### src/sv/assert_macros.svh
// Assertion helpers for the RTL.
`ifndef ASSERT_MACROS_SVH
`define ASSERT_MACROS_SVH

// Checked on every rising edge outside reset.
`define UPC_ASSERT(lbl, prop, msg) \
   lbl: assert property (@(posedge clock) disable iff (reset) prop) else $error(msg);

// Checked on every rising edge, reset included.
`define UPC_ASSERT_ALWAYS(lbl, prop, msg) \
   lbl: assert property (@(posedge clock) prop) else $error(msg);

`endif

### src/sv/upc_pkg.sv
package upc_pkg;

   // Character codes
   localparam logic [7:0] CH_PERCENT = 8'h25;
   localparam logic [7:0] CH_PLUS    = 8'h2B;
   localparam logic [7:0] CH_SPACE   = 8'h20;
   localparam logic [7:0] CH_DASH    = 8'h2D;
   localparam logic [7:0] CH_UNDER   = 8'h5F;
   localparam logic [7:0] CH_DOT     = 8'h2E;
   localparam logic [7:0] CH_TILDE   = 8'h7E;

   // Register map (word index)
   localparam logic REG_MODE = 1'b0;

   // Mode values
   localparam logic MODE_ENCODE = 1'b0;

   // Escape tracking codes
   localparam logic [1:0] PH_IDLE    = 2'd0;
   localparam logic [1:0] PH_HIGH    = 2'd1;
   localparam logic [1:0] PH_LOW     = 2'd2;
   localparam logic [1:0] PH_BAD_LOW = 2'd3;

   // One result byte waiting to go out
   typedef struct packed {
      logic [7:0] data;
      logic       last;
      logic       err;
   } entry_type;

   // Digit value 0..35; bit 6 set when the byte is a digit
   function automatic logic [6:0] digit_value(input logic [7:0] c);
      logic [7:0] v;
      logic       ok;
      v  = 8'd0;
      ok = 1'b0;
      if (c >= 8'h41 && c <= 8'h5A) begin
         v  = c - 8'd55;
         ok = 1'b1;
      end else if (c >= 8'h61 && c <= 8'h7A) begin
         v  = c - 8'd87;
         ok = 1'b1;
      end else if (c >= 8'h30 && c <= 8'h39) begin
         v  = c - 8'd48;
         ok = 1'b1;
      end
      return {ok, v[5:0]};
   endfunction

   // Upper-case hex character of a nibble
   function automatic logic [7:0] nibble_char(input logic [3:0] n);
      logic [7:0] w;
      w = {4'd0, n};
      return (n > 4'd9) ? w + 8'd55 : w + 8'd48;
   endfunction

   function automatic logic is_unreserved(input logic [7:0] c);
      return (c >= 8'h41 && c <= 8'h5A) || (c >= 8'h61 && c <= 8'h7A) ||
             (c >= 8'h30 && c <= 8'h39) || c == CH_DASH || c == CH_UNDER ||
             c == CH_DOT || c == CH_TILDE;
   endfunction

endpackage

### src/sv/url_percent_codec.sv
// The first result byte is registered and valid in the cycle after its item is accepted.
// One result byte per cycle while rsp_tready is high; the three-entry result buffer holds
// an item's results (1 to 3) and drains one entry a cycle; a new item is taken once the
// buffer is empty or its last entry is leaving; escape prefix bytes yield no result.
// Reset (synchronous, active high) selects encode mode and clears escape state and buffer.
`include "assert_macros.svh"

module url_percent_codec (
   input  logic        clock,
   input  logic        reset,
   // Input stream
   input  logic        req_tvalid,
   output logic        req_tready,
   input  logic [7:0]  req_tdata,   // [7:0] in_byte
   input  logic        req_tlast,
   // Result stream
   output logic        rsp_tvalid,
   input  logic        rsp_tready,
   output logic [7:0]  rsp_tdata,   // [7:0] out_byte
   output logic        rsp_tlast,
   output logic        rsp_tuser,   // [0] error
   // Configuration
   input  logic        csr_psel,
   input  logic        csr_penable,
   input  logic        csr_pwrite,
   input  logic [2:0]  csr_paddr,
   input  logic [31:0] csr_pwdata,
   output logic [31:0] csr_prdata,
   output logic        csr_pready
);
   import upc_pkg::*;

   logic        mode_ff, mode_in;
   logic [1:0]  phase_ff, phase_in;
   logic [5:0]  high_ff, high_in;
   entry_type   buf_ff [3];
   entry_type   buf_in [3];
   logic [1:0]  count_ff, count_in;

   logic        req_fire, rsp_fire, cfg_wr;
   entry_type   gen [3];
   logic [1:0]  gen_cnt;
   logic [6:0]  dig;
   logic [7:0]  c;
   logic        last;

   assign c          = req_tdata;
   assign last       = req_tlast;
   assign rsp_fire   = rsp_tvalid & rsp_tready;
   assign req_tready = (count_ff == 2'd0) || (count_ff == 2'd1 && rsp_tready);
   assign req_fire   = req_tvalid & req_tready;
   assign cfg_wr     = csr_psel & csr_penable & csr_pwrite & csr_pready;

   // Register read port
   assign csr_pready = 1'b1;
   assign csr_prdata = (csr_paddr[2] == REG_MODE) ? {31'd0, mode_ff} : 32'd0;

   // Results of the item at the input
   always_comb begin
      dig      = digit_value(c);
      gen[0]   = '0;
      gen[1]   = '0;
      gen[2]   = '0;
      gen_cnt  = 2'd0;
      phase_in = phase_ff;
      high_in  = high_ff;
      if (mode_ff == MODE_ENCODE) begin
         phase_in = PH_IDLE;
         if (is_unreserved(c)) begin
            gen[0]  = '{data: c, last: last, err: 1'b0};
            gen_cnt = 2'd1;
         end else if (c == CH_SPACE) begin
            gen[0]  = '{data: CH_PLUS, last: last, err: 1'b0};
            gen_cnt = 2'd1;
         end else begin
            gen[0]  = '{data: CH_PERCENT, last: 1'b0, err: 1'b0};
            gen[1]  = '{data: nibble_char(c[7:4]), last: 1'b0, err: 1'b0};
            gen[2]  = '{data: nibble_char(c[3:0]), last: last, err: 1'b0};
            gen_cnt = 2'd3;
         end
      end else begin
         unique case (phase_ff)
            PH_IDLE: begin
               if (c == CH_PERCENT) begin
                  if (last) begin
                     gen[0]  = '{data: 8'd0, last: 1'b1, err: 1'b1};
                     gen_cnt = 2'd1;
                  end else begin
                     phase_in = PH_HIGH;
                  end
               end else begin
                  gen[0]  = '{data: c, last: last, err: 1'b0};
                  gen_cnt = 2'd1;
               end
            end
            PH_HIGH: begin
               if (last) begin
                  gen[0]   = '{data: 8'd0, last: 1'b1, err: 1'b1};
                  gen_cnt  = 2'd1;
                  phase_in = PH_IDLE;
               end else if (!dig[6]) begin
                  phase_in = PH_BAD_LOW;
                  high_in  = 6'd0;
               end else begin
                  phase_in = PH_LOW;
                  high_in  = dig[5:0];
               end
            end
            PH_LOW: begin
               if (!dig[6]) begin
                  gen[0] = '{data: 8'd0, last: last, err: 1'b1};
               end else begin
                  gen[0] = '{data: {high_ff[3:0], 4'd0} + {2'd0, dig[5:0]},
                             last: last, err: 1'b0};
               end
               gen_cnt  = 2'd1;
               phase_in = PH_IDLE;
               high_in  = 6'd0;
            end
            default: begin
               gen[0]   = '{data: 8'd0, last: last, err: 1'b1};
               gen_cnt  = 2'd1;
               phase_in = PH_IDLE;
               high_in  = 6'd0;
            end
         endcase
         if (last) begin
            phase_in = PH_IDLE;
            high_in  = 6'd0;
         end
      end
   end

   // Result buffer: load on input transfer, else shift on output transfer; also the mode write
   always_comb begin
      buf_in   = buf_ff;
      count_in = count_ff;
      mode_in  = mode_ff;
      if (req_fire) begin
         buf_in   = gen;
         count_in = gen_cnt;
      end else if (rsp_fire) begin
         buf_in[0] = buf_ff[1];
         buf_in[1] = buf_ff[2];
         count_in  = count_ff - 2'd1;
      end
      if (cfg_wr && csr_paddr[2] == REG_MODE) begin
         mode_in = csr_pwdata[0];
      end
   end

   // Control state
   always_ff @(posedge clock) begin
      if (reset) begin
         mode_ff  <= MODE_ENCODE;
         phase_ff <= PH_IDLE;
         high_ff  <= 6'd0;
         count_ff <= 2'd0;
      end else begin
         mode_ff  <= mode_in;
         count_ff <= count_in;
         if (cfg_wr && csr_paddr[2] == REG_MODE) begin
            phase_ff <= PH_IDLE;
            high_ff  <= 6'd0;
         end else if (req_fire) begin
            phase_ff <= phase_in;
            high_ff  <= high_in;
         end
      end
   end

   // Payload
   always_ff @(posedge clock) begin
      buf_ff <= buf_in;
   end

   assign rsp_tvalid = (count_ff != 2'd0);
   assign rsp_tdata  = buf_ff[0].data;
   assign rsp_tlast  = buf_ff[0].last;
   assign rsp_tuser  = buf_ff[0].err;

   // Checks
   `UPC_ASSERT(a_ready_room, req_tready |-> (count_ff <= 2'd1), "input taken while buffer full")
   `UPC_ASSERT(a_err_zero, (rsp_tvalid && rsp_tuser) |-> (rsp_tdata == 8'd0), "error byte not zero")
   `UPC_ASSERT(a_enc_no_esc, (mode_ff == MODE_ENCODE) |-> (phase_ff == PH_IDLE), "escape in encode")
   `UPC_ASSERT_ALWAYS(a_high_clear, (phase_ff == PH_IDLE || phase_ff == PH_HIGH) |=> (reset || phase_ff != PH_IDLE || high_ff == 6'd0), "stale high digit")

endmodule
### config.mk
export PLATFORM = sky130hd
export DESIGN_NAME = url_percent_codec
export DESIGN_NICKNAME = d
export VERILOG_FILES = /design/src/sv/upc_pkg.sv /design/src/sv/url_percent_codec.sv
export VERILOG_INCLUDE_DIRS = /design/src /design/src/sv
export SDC_FILE = /design/constraint.sdc
export NUM_CORES = 1
export LEC_CHECK = 0
export BUFFER_PORTS_ARGS = -buffer_cell sky130_fd_sc_hd__buf_4
export CAP_MARGIN = 20
export CORE_MARGIN = 5
export CORE_UTILIZATION = 51
export CTS_CLUSTER_DIAMETER = 60
export DETAILED_ROUTE_END_ITERATION = 10
export HOLD_SLACK_MARGIN = 0.15
export PLACE_DENSITY = 0.81
export SLEW_MARGIN = 20
export SYNTH_ARGS = -nofsm -noshare
export SYNTH_HDL_FRONTEND = slang
export SYNTH_SLANG_ARGS = --single-unit
### constraint.sdc
create_clock -name clock -period 3.6 [get_ports clock]
set_input_delay 0.72 -clock clock [delete_from_list [all_inputs] [get_ports clock]]
set_output_delay 0.72 -clock clock [all_outputs]
set_load 0.01 [all_outputs]
==> results of run 1 <==
==> worst max-delay path: cells and delay by family <==
kind                     cells  cell delay [ns]
buffers and inverters        5             0.55
AND/OR/NAND/NOR              4             0.57
AO/OA/AOI/OAI                4             0.41
adder cells (fa/ha/maj)      3             0.97
==> cell usage after synthesis, types with 2 or more instances <==
library cell	instances
clkbuf_1	9
nand2_1	31
nor2b_1	4
inv_1	19
buf_4	42
a222oi_1	2
ha_1	13
or3_1	3
o31ai_1	4
buf_6	3
conb_1	2
a32oi_1	2
nor4b_1	2
edfxtp_1	26
mux2i_1	2
and3_1	6
nand3_1	8
xnor2_1	7
a22oi_1	4
a211o_1	2
o21ai_0	15
o211ai_1	7
nand2b_1	2
and2_1	3
nand3b_1	2
o21ai_1	5
nor2_1	19
mux2_2	2
dfxtp_1	9
a21oi_1	13
a31oi_1	6
a211oi_1	2
o22ai_1	2
nor3_1	7
nand4_1	4
==> power by group through the flow <==
| stage | Combinational, mW | Clock, mW | Sequential (mW) |
|---|---|---|---|
| 2_1_floorplan | 0.282 | 0 | 0.544 |
| 3_3_place_gp | 0.345 | 0 | 0.547 |
| 3_5_place_dp | 0.354 | 0 | 0.549 |
| 4_1_cts | 0.355 | 0.347 | 0.540 |
| 5_1_grt | 0.394 | 0.369 | 0.547 |
| 6_report | 0.359 | 0.345 | 0.540 |
==> area by class of cell <==
class / instances / area (sq um)
clock buffer: 5 / 68.8
multi-input combinational: 236 / 1490
timing repair buffer: 40 / 300
fill: 481 / 2420
tap: 72 / 90.1
inverter: 20 / 75.1
sequential: 35 / 961
clock inverter: 3 / 38.8
==> cells by family after synthesis <==
family                   Yosys count  share of synthesized area
AO/OA/AOI/OAI                     79                      0.194
XOR/XNOR                           7                     0.0219
adder cells (fa/ha/maj)           14                     0.0652
buffers and inverters             76                      0.167
flip-flops                        35                      0.343
multiplexers                       4                     0.0152
other                              2                    0.00268
AND/OR/NAND/NOR                  100                      0.191
==> worst paths after layout <==
path                startpoint      endpoint  slack [ns]  cells after the start
setup / recovery  req_tdata[0]  rsp_tdata[5]        0.41                     16
hold / removal      high_ff[0]    high_ff[0]        0.50                      2
setup reg to reg   count_ff[0]  rsp_tdata[5]        1.41                      9
hold reg to reg     high_ff[0]    high_ff[0]        0.50                      2
==> registers in the layout, indices dropped and copies added, names as in the netlist <==
signal,cells
count_ff,2
buf_ff,16
rsp_tdata,8
rsp_tlast,1
rsp_tuser,1
phase_ff,2
mode_ff,1
high_ff,4
==> per-stage QoR <==
stage          hold WS (ns)  instances  cell area, sq um  total power [mW]
5_1_grt               0.531        411              3020              1.31
3_3_place_gp          0.446        403              2910             0.892
3_5_place_dp          0.489        403              2910             0.903
4_1_cts               0.501        411              3020              1.24
2_1_floorplan         0.432        347              2920             0.826
6_report              0.497        411              3020              1.24
==> metal layers <==
metal | routed length, um | part of all wire | track usage | up-vias
met3 | 579 | 0.090 | 0.0265 | 14
met1 | 2710 | 0.42 | 0.256 | 1085
met4 | 149 | 0.023 | 0.0643 | 0
li1 | - | - | - | 1108
met5 | 0 | 0 | 0 | -
met2 | 3000 | 0.47 | 0.278 | 130
==> flow_summary.yaml, run 1 <==
clock_network:
  post-cts-setup-buffers: 0
  htree_levels: 2
  holdBufCountCts: 0
  clock-sinks: 35
  cts_tree: "done"
  cts_buffers: 5
  clock_latency_ns: 0.29
  cts_root_buf: "clkbuf_8"
  path_clk_slew_ns: 0.08
  cts-resized-gates: 0
  cts.path.max_buffers: 2
power_and_ir_drop:
  p_per_area_nw_per_um2: 412
  p_sw_frac: 0.306
  p_int_uw: 863
  pwr-share-clk: 0.277
  switchingPower_uw: 381
  power_frac_seq: 0.434
  ir_drop_mv: 0.185
  combPwrFrac: 0.288
  leakagePower_nw: 1.25
routing:
  postRouteAntennaNets: 0
  wire_per_inst_um: 15.7
  drt-pass1-iter-count: 5
  drtIter0Drc: 245
  via_per_inst: 5.69
  drc: 0
  routed_wl_um: 6440
  num_vias: 2337
synth:
  ys.flop_type: "edfxtp_1"
  yosys_warnings: 0
  synthTopCellsByArea: "edfxtp_1 (28%), buf_4 (11%), dfxtp_1 (6.4%)"
  synth_cell_types: 63
  seq_area_frac_synth: 0.343
  syn_area_per_cell_sq_um: 8.85
  syn_area_sq_um: 2800
  netlist.area_leader.share: 0.278
  yosysTopAreaCell: "edfxtp_1"
  synth_edf_count: 26
  async_flop_share: 0
  ys_seq_elements: 35
  synth_cells: 317
global_routing:
  grt_pass1_vias: 2113
  grt_max_degree: 23
  grt_overflow_total: 0
  antenna_found_initial: 0
  grt_usage: 0.180
  grt_pass1_wl_um: 10400
floorplanning:
  ios: 96
  rows: 27
  fp.dieW_um: 84.1
  dieArea_sq_um: 7080
  design.core.area_sq_um: 5440
  die_h_um: 84.1
  initial_utilization: 0.516
timing:
  worst_slew_pin_slew_ns: 0.736
  fin_ws_ns: 0.413
  rsz0062_at_grt: "false"
  setup_tns_ns: 0
  period_needed_ns: 3.19
  fmax_ghz: 0.314
  hold_violations: 0
  slew_viol_final: 0
  relSlewSlack: 0.509
  fin_crit_sh: 0.885
  setup_viol_count_final: 0
  fin_skew_ns: 0.0135
critical_path:
  critical_path_class: "in -> reg"
  cp-end-kind: "register"
  worstPathArrival_ns: 3.21
  path_common_cell: "inv_1"
  path_cells: "buf_4 > inv_1 > ha_1 > nor4b_4 > nor4b_1 > buf_4 > a31oi_4 > nand2_1 > nand2_1 > o21ai_0 > ha_1 > inv_1 > fa_1 > inv_1 > a32oi_1 > o22ai_1"
  cpMaxStageDelayCell: "fa_1"
  crit_required_ns: 3.63
  cp-start-kind: "input pin"
  worstPathMaxFanout: 8
  slowest_delay_ns: 0.49
final_layout:
  layout_commonest_cell: "buf_4"
  layout.nets: 403
  diodes: 0
  area_growth_syn_to_layout_pct: 7.76
  layout-drive-gt1-share: 0.171
  mostFrequentLayoutCells: "buf_4 (40), conb_1 (32), nand2_1 (31)"
  fin_util: 0.556
status:
  outcome: "finished clean"
min_path:
  hold_path.class: "reg -> reg"
placed_design:
  dp_hpwl_um: 4710
  dpl_worst_slack_ns: 0.133
  port_buffers: 30
  gp_congestion: 0.936
flow_run:
  drv_cap: 0
(Power assumes the default switching activity.)
==> run 2: changes to the inputs <==
==> constraint.sdc (replaced) <==
create_clock -name clock -period 3.6 [get_ports clock]
set_input_delay 0.18 -clock clock [delete_from_list [all_inputs] [get_ports clock]]
set_output_delay 0.18 -clock clock [all_outputs]
set_load 0.01 [all_outputs]
==> run 2 against run 1 <==
  * Power down 6.7%
  * Sequential share of layout area up 0.78 points
  * Cell count down 1.7%
  * Critical path type unchanged
  * Highest routed layer unchanged
==> flow_summary.yaml, run 2 (synthesis results as in run 1) <==
status:
  outcome: "finished clean"
critical_path:
  r2r_start: "count_ff[0]"
  cpMaxStageDelayCell: "fa_1"
  cp-start-kind: "input pin"
  cp-end-kind: "register"
  path_common_cell: "inv_1"
  slowest_delay_ns: 0.49
  worstPathMaxFanout: 8
  reg2regPathDepth: 8
  critical_path_class: "in -> reg"
  r2r_end: "rsp_tdata[1]"
  crit_required_ns: 3.63
  path_cells: "buf_4 > inv_1 > ha_1 > nor4b_4 > nor4b_1 > a31oi_4 > nand2_1 > nand2_1 > o21ai_0 > ha_1 > inv_1 > fa_1 > inv_1 > a32oi_1 > o22ai_1"
  r2r_slack_ns: 1.49
  worstPathArrival_ns: 2.94
timing:
  fin_crit_sh: 0.807
  setup_tns_ns: 0
  fmax_ghz: 0.344
  period_needed_ns: 2.91
  fin_ws_ns: 0.694
  rsz0062_at_grt: "false"
  hold_ws_ns: 0.148
  worst_slew_pin_slew_ns: 0.621
  fin_skew_ns: 0.00730
  slew_viol_final: 0
  hold_violations: 0
  setup_viol_count_final: 0
  relSlewSlack: 0.583
global_routing:
  grt_usage: 0.174
  grt_pass1_wl_um: 10200
  antenna_found_initial: 0
  grt_max_degree: 23
  grt_pass1_vias: 2088
  grt_overflow_total: 0
clock_network:
  clock_latency_ns: 0.29
  cts_root_buf: "clkbuf_8"
  cts_tree: "done"
  htree_levels: 2
  cts-resized-gates: 0
  path_clk_slew_ns: 0.06
  cts.path.max_buffers: 2
  cts_buffers: 5
  clock-sinks: 35
routing:
  routed_wl_um: 6140
  postRouteAntennaNets: 0
  drtIter0Drc: 297
  wire_per_inst_um: 15.2
  via_per_inst: 5.74
  drt-pass1-iter-count: 5
  drc: 0
  num_vias: 2318
final_layout:
  regMostFlops: "buf_ff"
  layout-drive-gt1-share: 0.151
  fin_util: 0.542
  fillers: 502
  layout.nets: 396
  diodes: 0
  mostFrequentLayoutCells: "conb_1 (32), buf_4 (32), nand2_1 (31)"
  layoutNonFillerInstCount: 404
  fin_area_sq_um: 2950
  area_growth_syn_to_layout_pct: 5.18
  largest_register_ffs: 16
floorplanning:
  initial_utilization: 0.516
  fp.dieW_um: 84.1
  design.core.area_sq_um: 5440
  die_h_um: 84.1
  ios: 96
  rows: 27
  dieArea_sq_um: 7080
placed_design:
  port_buffers: 30
  postPlaceCellArea_sq_um: 2850
  dpl.cell_count: 395
  dp_hpwl_um: 4580
  dpl_worst_slack_ns: 0.457
  gp_congestion: 0.904
power_and_ir_drop:
  ir_drop_mv: 0.180
  leakagePower_nw: 1.20
  p_total_mw: 1.16
  p_per_area_nw_per_um2: 393
min_path:
  hold_path.class: "in -> reg"
  whs_path_depth: 3
  min_to: "mode_ff"
  hold_start: "csr_pwdata[0]"
flow_run:
  drv_cap: 0
-- run 2: layout make-up --
cell class / count / area, sq um / share of cell area
clock buffer: 6 / 72.6 / 0.0246
clock inverter: 2 / 12.5 / 0.00424
inverter: 20 / 75.1 / 0.0255
multi-input combinational: 236 / 1490 / 0.504
sequential: 35 / 961 / 0.326
tap: 72 / 90.1 / 0.0305
timing repair buffer: 33 / 250 / 0.0849
-- run 2: how the worst max path moves through the flow --
stage	from	to	slack, ns	depth (start not counted)
after floorplan	req_tdata[1]	rsp_tdata[5]	0.80	15
after global placement	req_tdata[0]	rsp_tdata[5]	0.51	15
after detailed placement	req_tdata[0]	rsp_tdata[5]	0.46	15
after CTS	req_tdata[0]	rsp_tdata[5]	0.76	15
after global routing	req_tdata[0]	rsp_tdata[5]	0.56	15
final	req_tdata[0]	rsp_tdata[5]	0.69	15
-- run 2: per-layer routing --
| metal | track usage | up-vias | wire, um |
|---|---|---|---|
| met5 | 0 | - | 0 |
| met4 | 0.0629 | 0 | 98 |
| met3 | 0.0285 | 8 | 564 |
| met2 | 0.272 | 135 | 2920 |
| met1 | 0.245 | 1077 | 2550 |
| li1 | - | 1098 | - |
-- run 2: worst max-delay path: cells and delay by family --
family | cells | cell delay (ns)
AOI/OAI and AO/OA | 4 | 0.48
and+or+nand+nor | 4 | 0.92
buffers and inverters | 4 | 0.40
adders and majority gates | 3 | 0.96
-- run 2: power by group --
group          switching, mW  internal, mW  leakage [nW]
logic                  0.212         0.135         0.833
clock network          0.139         0.135        0.0412
registers             0.0182         0.521         0.330
total                  0.369         0.791          1.20
-- run 2: repair_timing --
action / CTS / global route
hold endpoints to repair: 2 / 0
hold buffers: 1 / 0
setup buffers: 0 / 0
